[src/design/spr_pkg.sv]
// Package for the segment placement ranker: types, constants, codes.
// No dependencies; used by the core (spr_divider uses no package items).
`default_nettype none
package spr_pkg;
   // table depth; port widths for segment index and counts are sized for it
   localparam int NUM_SEGMENTS = 8;
   localparam logic [1:0] REQ_SET_CAP  = 2'd0;
   localparam logic [1:0] REQ_ADD_FREE = 2'd1;
   localparam logic [1:0] REQ_PLACE    = 2'd2;
   localparam logic CSR_ACTIVE = 1'b0;
   localparam logic CSR_POLICY = 1'b1;
   localparam int WEIGHT_CONTIG = 45875;
   localparam int WEIGHT_FREE   = 19661;
   localparam int WEIGHT_BITS   = 16;

   typedef enum logic [2:0] {
      ST_IDLE, ST_DIV_FREE, ST_DIV_CONTIG, ST_MUL, ST_RANK, ST_SCAN, ST_DONE
   } state_type;
endpackage
`default_nettype wire

[src/design/spr_divider.sv]
// Shared restoring divider: floor(num * 2^FRAC / den), saturated, one bit per cycle.
// Uses no package items. A zero divisor gives a zero quotient.
`default_nettype none
module spr_divider #(
   parameter int SIZE_BITS = 40,
   parameter int FRAC_BITS = 16
) (
   input  wire logic                 clock,
   input  wire logic                 reset,
   input  wire logic                 start,
   input  wire logic [SIZE_BITS-1:0] num,
   input  wire logic [SIZE_BITS-1:0] den,
   output logic                      done,
   output logic [FRAC_BITS-1:0]      quot
);
   localparam int CW = $clog2(FRAC_BITS + 1);
   logic [SIZE_BITS:0]   rem_ff, rem_in;
   logic [SIZE_BITS-1:0] den_ff, den_in;
   logic [FRAC_BITS-1:0] q_ff, q_in;
   logic [CW-1:0]        cnt_ff, cnt_in;
   logic                 run_ff, run_in, done_ff, done_in;
   logic [SIZE_BITS:0]   shifted;

   always_comb begin
      rem_in = rem_ff; den_in = den_ff; q_in = q_ff; cnt_in = cnt_ff;
      run_in = run_ff; done_in = 1'b0;
      shifted = {rem_ff[SIZE_BITS-1:0], 1'b0};
      if (start) begin
         den_in = den; rem_in = {1'b0, num}; cnt_in = '0; q_in = '0;
         if (den == '0) begin
            done_in = 1'b1;
         end else if (num >= den) begin
            q_in = '1; done_in = 1'b1;
         end else begin
            run_in = 1'b1;
         end
      end else if (run_ff) begin
         if (shifted >= {1'b0, den_ff}) begin
            rem_in = shifted - {1'b0, den_ff};
            q_in = {q_ff[FRAC_BITS-2:0], 1'b1};
         end else begin
            rem_in = shifted;
            q_in = {q_ff[FRAC_BITS-2:0], 1'b0};
         end
         cnt_in = cnt_ff + 1'b1;
         if (cnt_ff == CW'(FRAC_BITS - 1)) begin
            run_in = 1'b0; done_in = 1'b1;
         end
      end
   end

   always_ff @(posedge clock) begin
      rem_ff <= rem_in; den_ff <= den_in; q_ff <= q_in; cnt_ff <= cnt_in;
      if (reset) begin
         run_ff <= 1'b0; done_ff <= 1'b0;
      end else begin
         run_ff <= run_in; done_ff <= done_in;
      end
   end

   assign done = done_ff;
   assign quot = q_ff;
endmodule
`default_nettype wire

[src/design/segment_placement_ranker_core.sv]
// Segment placement ranker top level: segment tables, sequencer, ranking.
// Depends on spr_pkg and spr_divider.
// Load transaction: taken on accept, busy never rises; the next start can follow at once.
// Placement transaction: per segment two divisions on the shared divider plus a
// multiply step, then a selection ranking over the segments, a fit scan along the
// ranking that stops at the first fit, and an output state (ST_DONE).
// busy stays high meanwhile; one transaction at a time.
// Result strobe lasts one cycle and cannot be stalled; a new start is taken in that cycle.
// Synchronous reset clears segment entries and sequencer; active and policy reset to 1.
`default_nettype none
module segment_placement_ranker_core #(
   parameter int SIZE_BITS       = 40,
   parameter int RATIO_FRAC_BITS = 16
) (
   input  wire logic                 clock,
   input  wire logic                 reset,
   input  wire logic                 start,
   output logic                      busy,
   input  wire logic [1:0]           req_type,
   input  wire logic [2:0]           req_segment_index,
   input  wire logic [SIZE_BITS-1:0] req_amount,
   input  wire logic                 csr_valid,
   output logic                      csr_ready,
   input  wire logic                 csr_index,
   input  wire logic [3:0]           csr_data,
   output logic                      rsp_valid,
   output logic [2:0]                rsp_chosen_segment,
   output logic                      rsp_primary_fits,
   output logic                      rsp_eventual_fits,
   output logic [3:0]                rsp_attempts_made,
   output logic [3:0]                rsp_fallback_count,
   output logic [3:0]                rsp_ranked_count
);
   localparam int NUM_SEGMENTS = spr_pkg::NUM_SEGMENTS;
   localparam int SW = (NUM_SEGMENTS > 1) ? $clog2(NUM_SEGMENTS) : 1;
   localparam int NW = $clog2(NUM_SEGMENTS + 1);
   localparam int F  = RATIO_FRAC_BITS;
   localparam int SCW = F + spr_pkg::WEIGHT_BITS + 1;
   localparam logic [SIZE_BITS-1:0] SMAX = '1;

   // segment tables, cleared at reset (8 entries by default)
   logic [SIZE_BITS-1:0] cap_ff [NUM_SEGMENTS];
   logic [SIZE_BITS-1:0] tot_ff [NUM_SEGMENTS];
   logic [SIZE_BITS-1:0] lrg_ff [NUM_SEGMENTS];
   // per-request scratch: free ratio, weighted score, ranking order
   logic [F-1:0]   fr_ff   [NUM_SEGMENTS];
   logic [F-1:0]   ct_ff;
   logic [SCW-1:0] sc_ff   [NUM_SEGMENTS];
   logic [SW-1:0]  ord_ff  [NUM_SEGMENTS];
   logic [NUM_SEGMENTS-1:0] used_ff;

   logic [3:0] active_ff;
   logic       policy_ff;
   spr_pkg::state_type state_ff, state_in;
   logic [SIZE_BITS-1:0] amt_ff;
   logic [NW-1:0] n_ff, i_ff, j_ff, pos_ff;
   logic [SW-1:0] best_ff;
   logic          have_ff;
   logic          evt_ff;
   logic [NW-1:0] att_ff;

   logic          div_start;
   logic [SIZE_BITS-1:0] div_num, div_den;
   logic          div_done;
   logic [F-1:0]  div_q;

   spr_divider #(.SIZE_BITS(SIZE_BITS), .FRAC_BITS(F)) u_div (
      .clock(clock), .reset(reset), .start(div_start), .num(div_num),
      .den(div_den), .done(div_done), .quot(div_q));

   // effective active count: 0 reads as 1, clamp to table depth
   logic [NW-1:0] n_eff;
   always_comb begin
      if (active_ff == 4'd0) n_eff = NW'(1);
      else if (32'(active_ff) > NUM_SEGMENTS) n_eff = NW'(NUM_SEGMENTS);
      else n_eff = NW'(active_ff);
   end

   logic [SW-1:0] ci, cb;
   assign ci = i_ff[SW-1:0];
   assign cb = best_ff;

   // compare: candidate ci ranks strictly before current best cb
   logic fit_c, fit_b, c_before;
   always_comb begin
      fit_c = lrg_ff[ci] >= amt_ff;
      fit_b = lrg_ff[cb] >= amt_ff;
      if (policy_ff) begin
         if (fit_c != fit_b) c_before = fit_c;
         else if (sc_ff[ci] != sc_ff[cb]) c_before = sc_ff[ci] > sc_ff[cb];
         else if (lrg_ff[ci] != lrg_ff[cb]) c_before = lrg_ff[ci] > lrg_ff[cb];
         else c_before = fr_ff[ci] > fr_ff[cb];
      end else begin
         if (fr_ff[ci] != fr_ff[cb]) c_before = fr_ff[ci] > fr_ff[cb];
         else c_before = lrg_ff[ci] > lrg_ff[cb];
      end
   end

   logic accept;
   assign accept = start && !busy;
   assign busy = state_ff != spr_pkg::ST_IDLE;
   assign csr_ready = 1'b1;

   always_comb begin
      div_num = tot_ff[ci];
      div_den = cap_ff[ci];
      state_in = state_ff;
      if (state_ff == spr_pkg::ST_DIV_CONTIG) begin
         div_num = lrg_ff[ci]; div_den = tot_ff[ci];
      end
      unique case (state_ff)
         spr_pkg::ST_IDLE: begin
            if (accept && req_type == spr_pkg::REQ_PLACE) begin
               state_in = spr_pkg::ST_DIV_FREE;
            end
         end
         spr_pkg::ST_DIV_FREE: begin
            if (div_done) state_in = spr_pkg::ST_DIV_CONTIG;
         end
         spr_pkg::ST_DIV_CONTIG: begin
            if (div_done) state_in = spr_pkg::ST_MUL;
         end
         spr_pkg::ST_MUL: begin
            if (i_ff + 1'b1 == n_ff) state_in = spr_pkg::ST_RANK;
            else state_in = spr_pkg::ST_DIV_FREE;
         end
         spr_pkg::ST_RANK: begin
            if (i_ff + 1'b1 == n_ff && pos_ff + 1'b1 == n_ff)
               state_in = spr_pkg::ST_SCAN;
         end
         spr_pkg::ST_SCAN: begin
            if (evt_ff || i_ff + 1'b1 == n_ff ||
                lrg_ff[ord_ff[i_ff[SW-1:0]]] >= amt_ff)
               state_in = spr_pkg::ST_DONE;
         end
         spr_pkg::ST_DONE: state_in = spr_pkg::ST_IDLE;
         default: state_in = spr_pkg::ST_IDLE;
      endcase
   end

   // divider start pulse: first cycle of each division state
   logic div_go_ff;

   always_ff @(posedge clock) begin
      if (reset) begin
         state_ff <= spr_pkg::ST_IDLE;
         active_ff <= 4'd1;
         policy_ff <= 1'b1;
         rsp_valid <= 1'b0;
         div_go_ff <= 1'b0;
         for (int k = 0; k < NUM_SEGMENTS; k++) begin
            cap_ff[k] <= '0; tot_ff[k] <= '0; lrg_ff[k] <= '0;
         end
      end else begin
         state_ff <= state_in;
         rsp_valid <= 1'b0;
         div_go_ff <= 1'b0;
         if (csr_valid && csr_ready) begin
            unique case (csr_index)
               spr_pkg::CSR_ACTIVE: active_ff <= csr_data;
               spr_pkg::CSR_POLICY: policy_ff <= csr_data[0];
               default: ;
            endcase
         end
         if (accept && 32'(req_segment_index) < NUM_SEGMENTS) begin
            if (req_type == spr_pkg::REQ_SET_CAP) begin
               cap_ff[req_segment_index[SW-1:0]] <= req_amount;
               tot_ff[req_segment_index[SW-1:0]] <= '0;
               lrg_ff[req_segment_index[SW-1:0]] <= '0;
            end else if (req_type == spr_pkg::REQ_ADD_FREE) begin
               if (req_amount > SMAX - tot_ff[req_segment_index[SW-1:0]])
                  tot_ff[req_segment_index[SW-1:0]] <= SMAX;
               else
                  tot_ff[req_segment_index[SW-1:0]] <=
                     tot_ff[req_segment_index[SW-1:0]] + req_amount;
               if (req_amount > lrg_ff[req_segment_index[SW-1:0]])
                  lrg_ff[req_segment_index[SW-1:0]] <= req_amount;
            end
         end
         if (state_ff != state_in &&
             (state_in == spr_pkg::ST_DIV_FREE || state_in == spr_pkg::ST_DIV_CONTIG))
            div_go_ff <= 1'b1;
         if (state_ff == spr_pkg::ST_DONE) rsp_valid <= 1'b1;
      end
   end

   assign div_start = div_go_ff;

   // datapath registers (no reset needed)
   always_ff @(posedge clock) begin
      unique case (state_ff)
         spr_pkg::ST_IDLE: begin
            amt_ff <= req_amount;
            n_ff <= n_eff;
            i_ff <= '0;
         end
         spr_pkg::ST_DIV_FREE: if (div_done) fr_ff[ci] <= div_q;
         spr_pkg::ST_DIV_CONTIG: if (div_done) ct_ff <= div_q;
         spr_pkg::ST_MUL: begin
            // one shared multiply-accumulate per segment
            sc_ff[ci] <= SCW'(spr_pkg::WEIGHT_CONTIG) * SCW'(ct_ff) +
                         SCW'(spr_pkg::WEIGHT_FREE) * SCW'(fr_ff[ci]);
            if (i_ff + 1'b1 == n_ff) begin
               i_ff <= '0; pos_ff <= '0; used_ff <= '0; have_ff <= 1'b0;
            end else i_ff <= i_ff + 1'b1;
         end
         spr_pkg::ST_RANK: begin
            // selection: scan unused segments, keep best (lower index wins ties)
            if (!used_ff[ci] && (!have_ff || c_before)) begin
               best_ff <= ci;
               have_ff <= 1'b1;
            end
            if (i_ff + 1'b1 == n_ff) begin
               ord_ff[pos_ff[SW-1:0]] <= (!used_ff[ci] && (!have_ff || c_before)) ? ci : cb;
               used_ff[(!used_ff[ci] && (!have_ff || c_before)) ? ci : cb] <= 1'b1;
               have_ff <= 1'b0;
               i_ff <= '0;
               pos_ff <= pos_ff + 1'b1;
               evt_ff <= 1'b0;
               att_ff <= '0;
            end else i_ff <= i_ff + 1'b1;
         end
         spr_pkg::ST_SCAN: begin
            if (!evt_ff) begin
               att_ff <= att_ff + 1'b1;
               if (lrg_ff[ord_ff[i_ff[SW-1:0]]] >= amt_ff) evt_ff <= 1'b1;
               i_ff <= i_ff + 1'b1;
            end
         end
         spr_pkg::ST_DONE: begin
            rsp_chosen_segment <= 3'(ord_ff[0]);
            rsp_primary_fits   <= lrg_ff[ord_ff[0]] >= amt_ff;
            rsp_eventual_fits  <= evt_ff;
            rsp_attempts_made  <= 4'(att_ff);
            rsp_fallback_count <= evt_ff ? 4'(att_ff - 1'b1) : 4'(att_ff);
            rsp_ranked_count   <= 4'(n_ff);
         end
         default: ;
      endcase
   end
endmodule
`default_nettype wire
[config.mk]
export PLATFORM = sky130hd
export DESIGN_NAME = segment_placement_ranker_core
export DESIGN_NICKNAME = d
export VERILOG_FILES = /design/src/design/spr_pkg.sv /design/src/design/spr_divider.sv /design/src/design/segment_placement_ranker_core.sv
export SDC_FILE = /design/constraint.sdc
export NUM_CORES = 2
export LEC_CHECK = 0
export BUFFER_PORTS_ARGS = -buffer_cell sky130_fd_sc_hd__buf_2
export CORE_MARGIN = 2
export CORE_UTILIZATION = 35
export CTS_BUF_LIST = sky130_fd_sc_hd__clkbuf_2 sky130_fd_sc_hd__clkbuf_4 sky130_fd_sc_hd__clkbuf_8
export DETAILED_ROUTE_END_ITERATION = 10
export GPL_ROUTABILITY_DRIVEN = 0
export HOLD_SLACK_MARGIN = 0.02
export PLACE_DENSITY = 0.57
export SETUP_SLACK_MARGIN = 0.1
export SLEW_MARGIN = 20
export SYNTH_ARGS = -nofsm -noshare
export SYNTH_HDL_FRONTEND = slang
export SYNTH_SLANG_ARGS = --single-unit
[constraint.sdc]
create_clock -name clock -period 17.1 [get_ports clock]
set_input_delay 0.855 -clock clock [delete_from_list [all_inputs] [get_ports clock]]
set_output_delay 0.855 -clock clock [all_outputs]
set_load 0.03 [all_outputs]
==> flow_summary.ini <==
[global_routing]
globalRouteTotalUtil_pct = 23.5
grt_antenna_before_repair = 28
via_count_of_the_first_global_routing_pass = 72900
globalRouteOverflowTotal = 0
grt_start_max_net_pins = 122
global_route_wire_length_before_repair_mm = 507

[clocking]
cts_htree_levels = 5
tritoncts_clock_tree = yes
clock_sink_count = 1597
number_of_clock_buffers_inserted_by_tritoncts = 289
cts-root-to-sink-buffers = 4
post-cts-setup-buffers = 0
ctsRootBufferMaster = sky130_fd_sc_hd__clkbuf_8
cts_hold_repair.buffers = 0
cts_repair_resize_count = 0
path_clk_slew_ps = 60
clk-insertion-delay-late_ps = 1020

[power]
seq_pwr_share_pct = 44.3
intPower_mw = 7.78
switching_share_pct = 31.3
vdd_drop_max_mv = 0.139
power.switching_mw = 3.54
pwr-share-clk_pct = 32.9
p_total_mw = 11.3
power.share.combinational_pct = 22.7
static-leakage-power_nw = 42.3
powerDensity_nw_per_um2 = 100

[yosys]
synth_top_cell_area_share_pct = 46.3
post-synth-top-count-cell = sky130_fd_sc_hd__edfxtp_1
synth_sequential_area_ratio_pct = 46.8
syn_nets = 8984
ys_top_cells_by_count = 1574 x sky130_fd_sc_hd__edfxtp_1, 653 x sky130_fd_sc_hd__ha_1, 626 x sky130_fd_sc_hd__mux4_2, 618 x sky130_fd_sc_hd__and2_1, 541 x sky130_fd_sc_hd__nand2_1
synthesis.instances = 8082
yosys_warning_count = 0
synth-seq-cells = 1597
synth_area_um2 = 102000
syn_area_per_cell_um2 = 12.6
synth.top_cells.by_area = sky130_fd_sc_hd__edfxtp_1 46%, sky130_fd_sc_hd__mux4_2 14%, sky130_fd_sc_hd__ha_1 8.0%, sky130_fd_sc_hd__fa_1 3.8%, sky130_fd_sc_hd__and2_1 3.8%
synth_largest_area_cell = sky130_fd_sc_hd__edfxtp_1
synth_edf_count = 1574
synth.distinct_cells = 75
asyncSetResetFlopFracSynth_pct = 0
ys_dominant_reg_cell = sky130_fd_sc_hd__edfxtp_1

[setup_path]
critPathLaunchType = flip-flop
crit_path_frequent_cell = sky130_fd_sc_hd__fa_1
cp_data_arrival_time_ps = 11200
required_ps = 17790
crit_slowest_cell = sky130_fd_sc_hd__buf_4
worstSetupPathType = reg -> reg
cp_slowest_stage_delay_ps = 790
critical_path_peak_fanout = 77
timing.critical_path.to_type = flip-flop

[die]
core_region_area_um2 = 290000
fp.dieW_um = 544
design.portCount = 74
die-height_um = 544
dieArea_um2 = 296000
cell_rows = 198
start_util_pct = 35.1

[sta]
min_period_ps = 10520
slew_headroom_pct = 17.2
maxSlewViolCount = 0
max_freq_mhz = 95.1
post_route_setup_tns_ps = 0
fin_skew_ps = 114
finalSetupViolCount = 0
rsz_0062_raised_after_global_routing = false
min_period_over_period_pct = 61.5
hold_viol = 0
tightestPinTransition_ps = 1210

[place]
placement.io_buffers = 72
dp_hpwl_mm = 225
placement.cell_area_um2 = 107000

[run]
max_cap_violations = 0

[drt]
post-route-drc-count = 0
dr_total_vias = 71800
detail_route.iter0.violations = 8858
route.detailed.wl_per_inst_um = 28.9
vias_per_cell = 5.87
antenna_violating_nets_post_route = 0
routed_wirelength_mm = 354
drtPass1Iterations = 6

[finish]
post_route_cells_drive_above_1_share_pct = 18.9
fin_nets = 9000
final_cell_area_um2 = 113000
area_growth_syn_to_layout_pct = 10.5

[hold_path]
hold_path.class = in -> reg

[run_status]
run_status = finished, final reports clean
==> per-layer routing <==
| layer | track usage [%] | vias up | wire length, µm |
|---|---|---|---|
| met2 | 38.4 | 4070 | 167000 |
| li1 | - | 30500 | - |
| met1 | 29.3 | 36100 | 133000 |
| met3 | 4.40 | 1111 | 31800 |
| met4 | 13.1 | 4 | 21700 |
| met5 | 0 | - | 24 |
==> state kept, by name, indices dropped and copies added, names as in the netlist, 5 cells and up, named ones only <==
| register | flops |
|---|---|
| used_ff | 8 |
| lrg_ff | 320 |
| amt_ff | 40 |
| cap_ff | 320 |
| ord_ff | 24 |
| u_div.rem_ff | 40 |
| fr_ff | 128 |
| u_div.quot | 16 |
| u_div.den_ff | 40 |
| sc_ff | 264 |
| tot_ff | 320 |
| u_div.cnt_ff | 5 |
| ct_ff | 16 |
==> cells by family after synthesis <==
family	after synthesis	share of synthesized area, %
AO/OA/AOI/OAI	1176	7.66
flip-flops	1597	46.8
AND/OR/NAND/NOR	2359	11.5
buffers and inverters	1032	3.95
multiplexers	946	17.2
adder cells (fa/ha/maj)	848	11.8
XOR/XNOR	123	1.06
other	1	0.00368
==> critical path, delay by kind of cell, from the launching register on <==
family | cells | cell delay, ps
fa+ha+maj | 9 | 3810
buf+inv | 5 | 1550
compound gates | 7 | 1810
mux | 2 | 1030
flops | 1 | 770
simple gates | 2 | 420
xor+xnor | 2 | 640
==> path summary, 6_finish.rpt <==
check	start	to	slack (ps)	cells past startpoint
max	flip-flop	sc_ff[4][28]	6580	27
min	csr_valid	policy_ff	210	2
max reg2reg	flip-flop	sc_ff[4][28]	6580	27
min reg2reg	active_ff[1]	active_ff[1]	520	2
==> per-stage QoR <==
step / std cells / worst slack, ps / utilization [%] / hold WS (ps)
2_1_floorplan: 8082 / 7900 / - / 424
6_report: 12200 / 6580 / 38.8 / 207
3_3_place_gp: 11700 / 6600 / 36.8 / 488
5_1_grt: 12200 / 5960 / 38.8 / 170
4_1_cts: 12200 / 6550 / 38.8 / 116
3_5_place_dp: 11700 / 6540 / 36.8 / 509
==> power groups by stage <==
stage          sequential, mW  clock, mW  combinational (mW)
2_1_floorplan            5.05          0                1.64
3_3_place_gp             5.09          0                2.52
3_5_place_dp             5.10          0                2.57
4_1_cts                  5.01       3.78                2.59
5_1_grt                  5.03       3.94                2.83
6_report                 5.02       3.72                2.57
==> layout by cell type (no fill, tap or decap), types with 241 or more instances in the layout <==
cell                       synthesis  routed
sky130_fd_sc_hd__nor2_1          523     503
sky130_fd_sc_hd__nand2_1         541     541
sky130_fd_sc_hd__inv_1           513     513
sky130_fd_sc_hd__edfxtp_1       1574    1574
sky130_fd_sc_hd__and2_1          618     615
sky130_fd_sc_hd__a21oi_1         241     241
sky130_fd_sc_hd__clkbuf_8          0     295
sky130_fd_sc_hd__nand3_1         264     263
sky130_fd_sc_hd__mux4_2          626     626
sky130_fd_sc_hd__a22oi_1         245     245
sky130_fd_sc_hd__ha_1            653     653
==> area by class of cell <==
class | instances | area, µm²
Clock buffer | 372 | 4640
Tap cell | 3900 | 4880
Clock inverter | 127 | 1040
Sequential cell | 1597 | 47800
Antenna cell | 10 | 25.0
Timing Repair Buffer | 241 | 1750
Multi-Input combinational cell | 5453 | 50700
Inverter | 516 | 1940
Fill cell | 27500 | 178000
No activity file was read; power rests on OpenSTA's default activity.
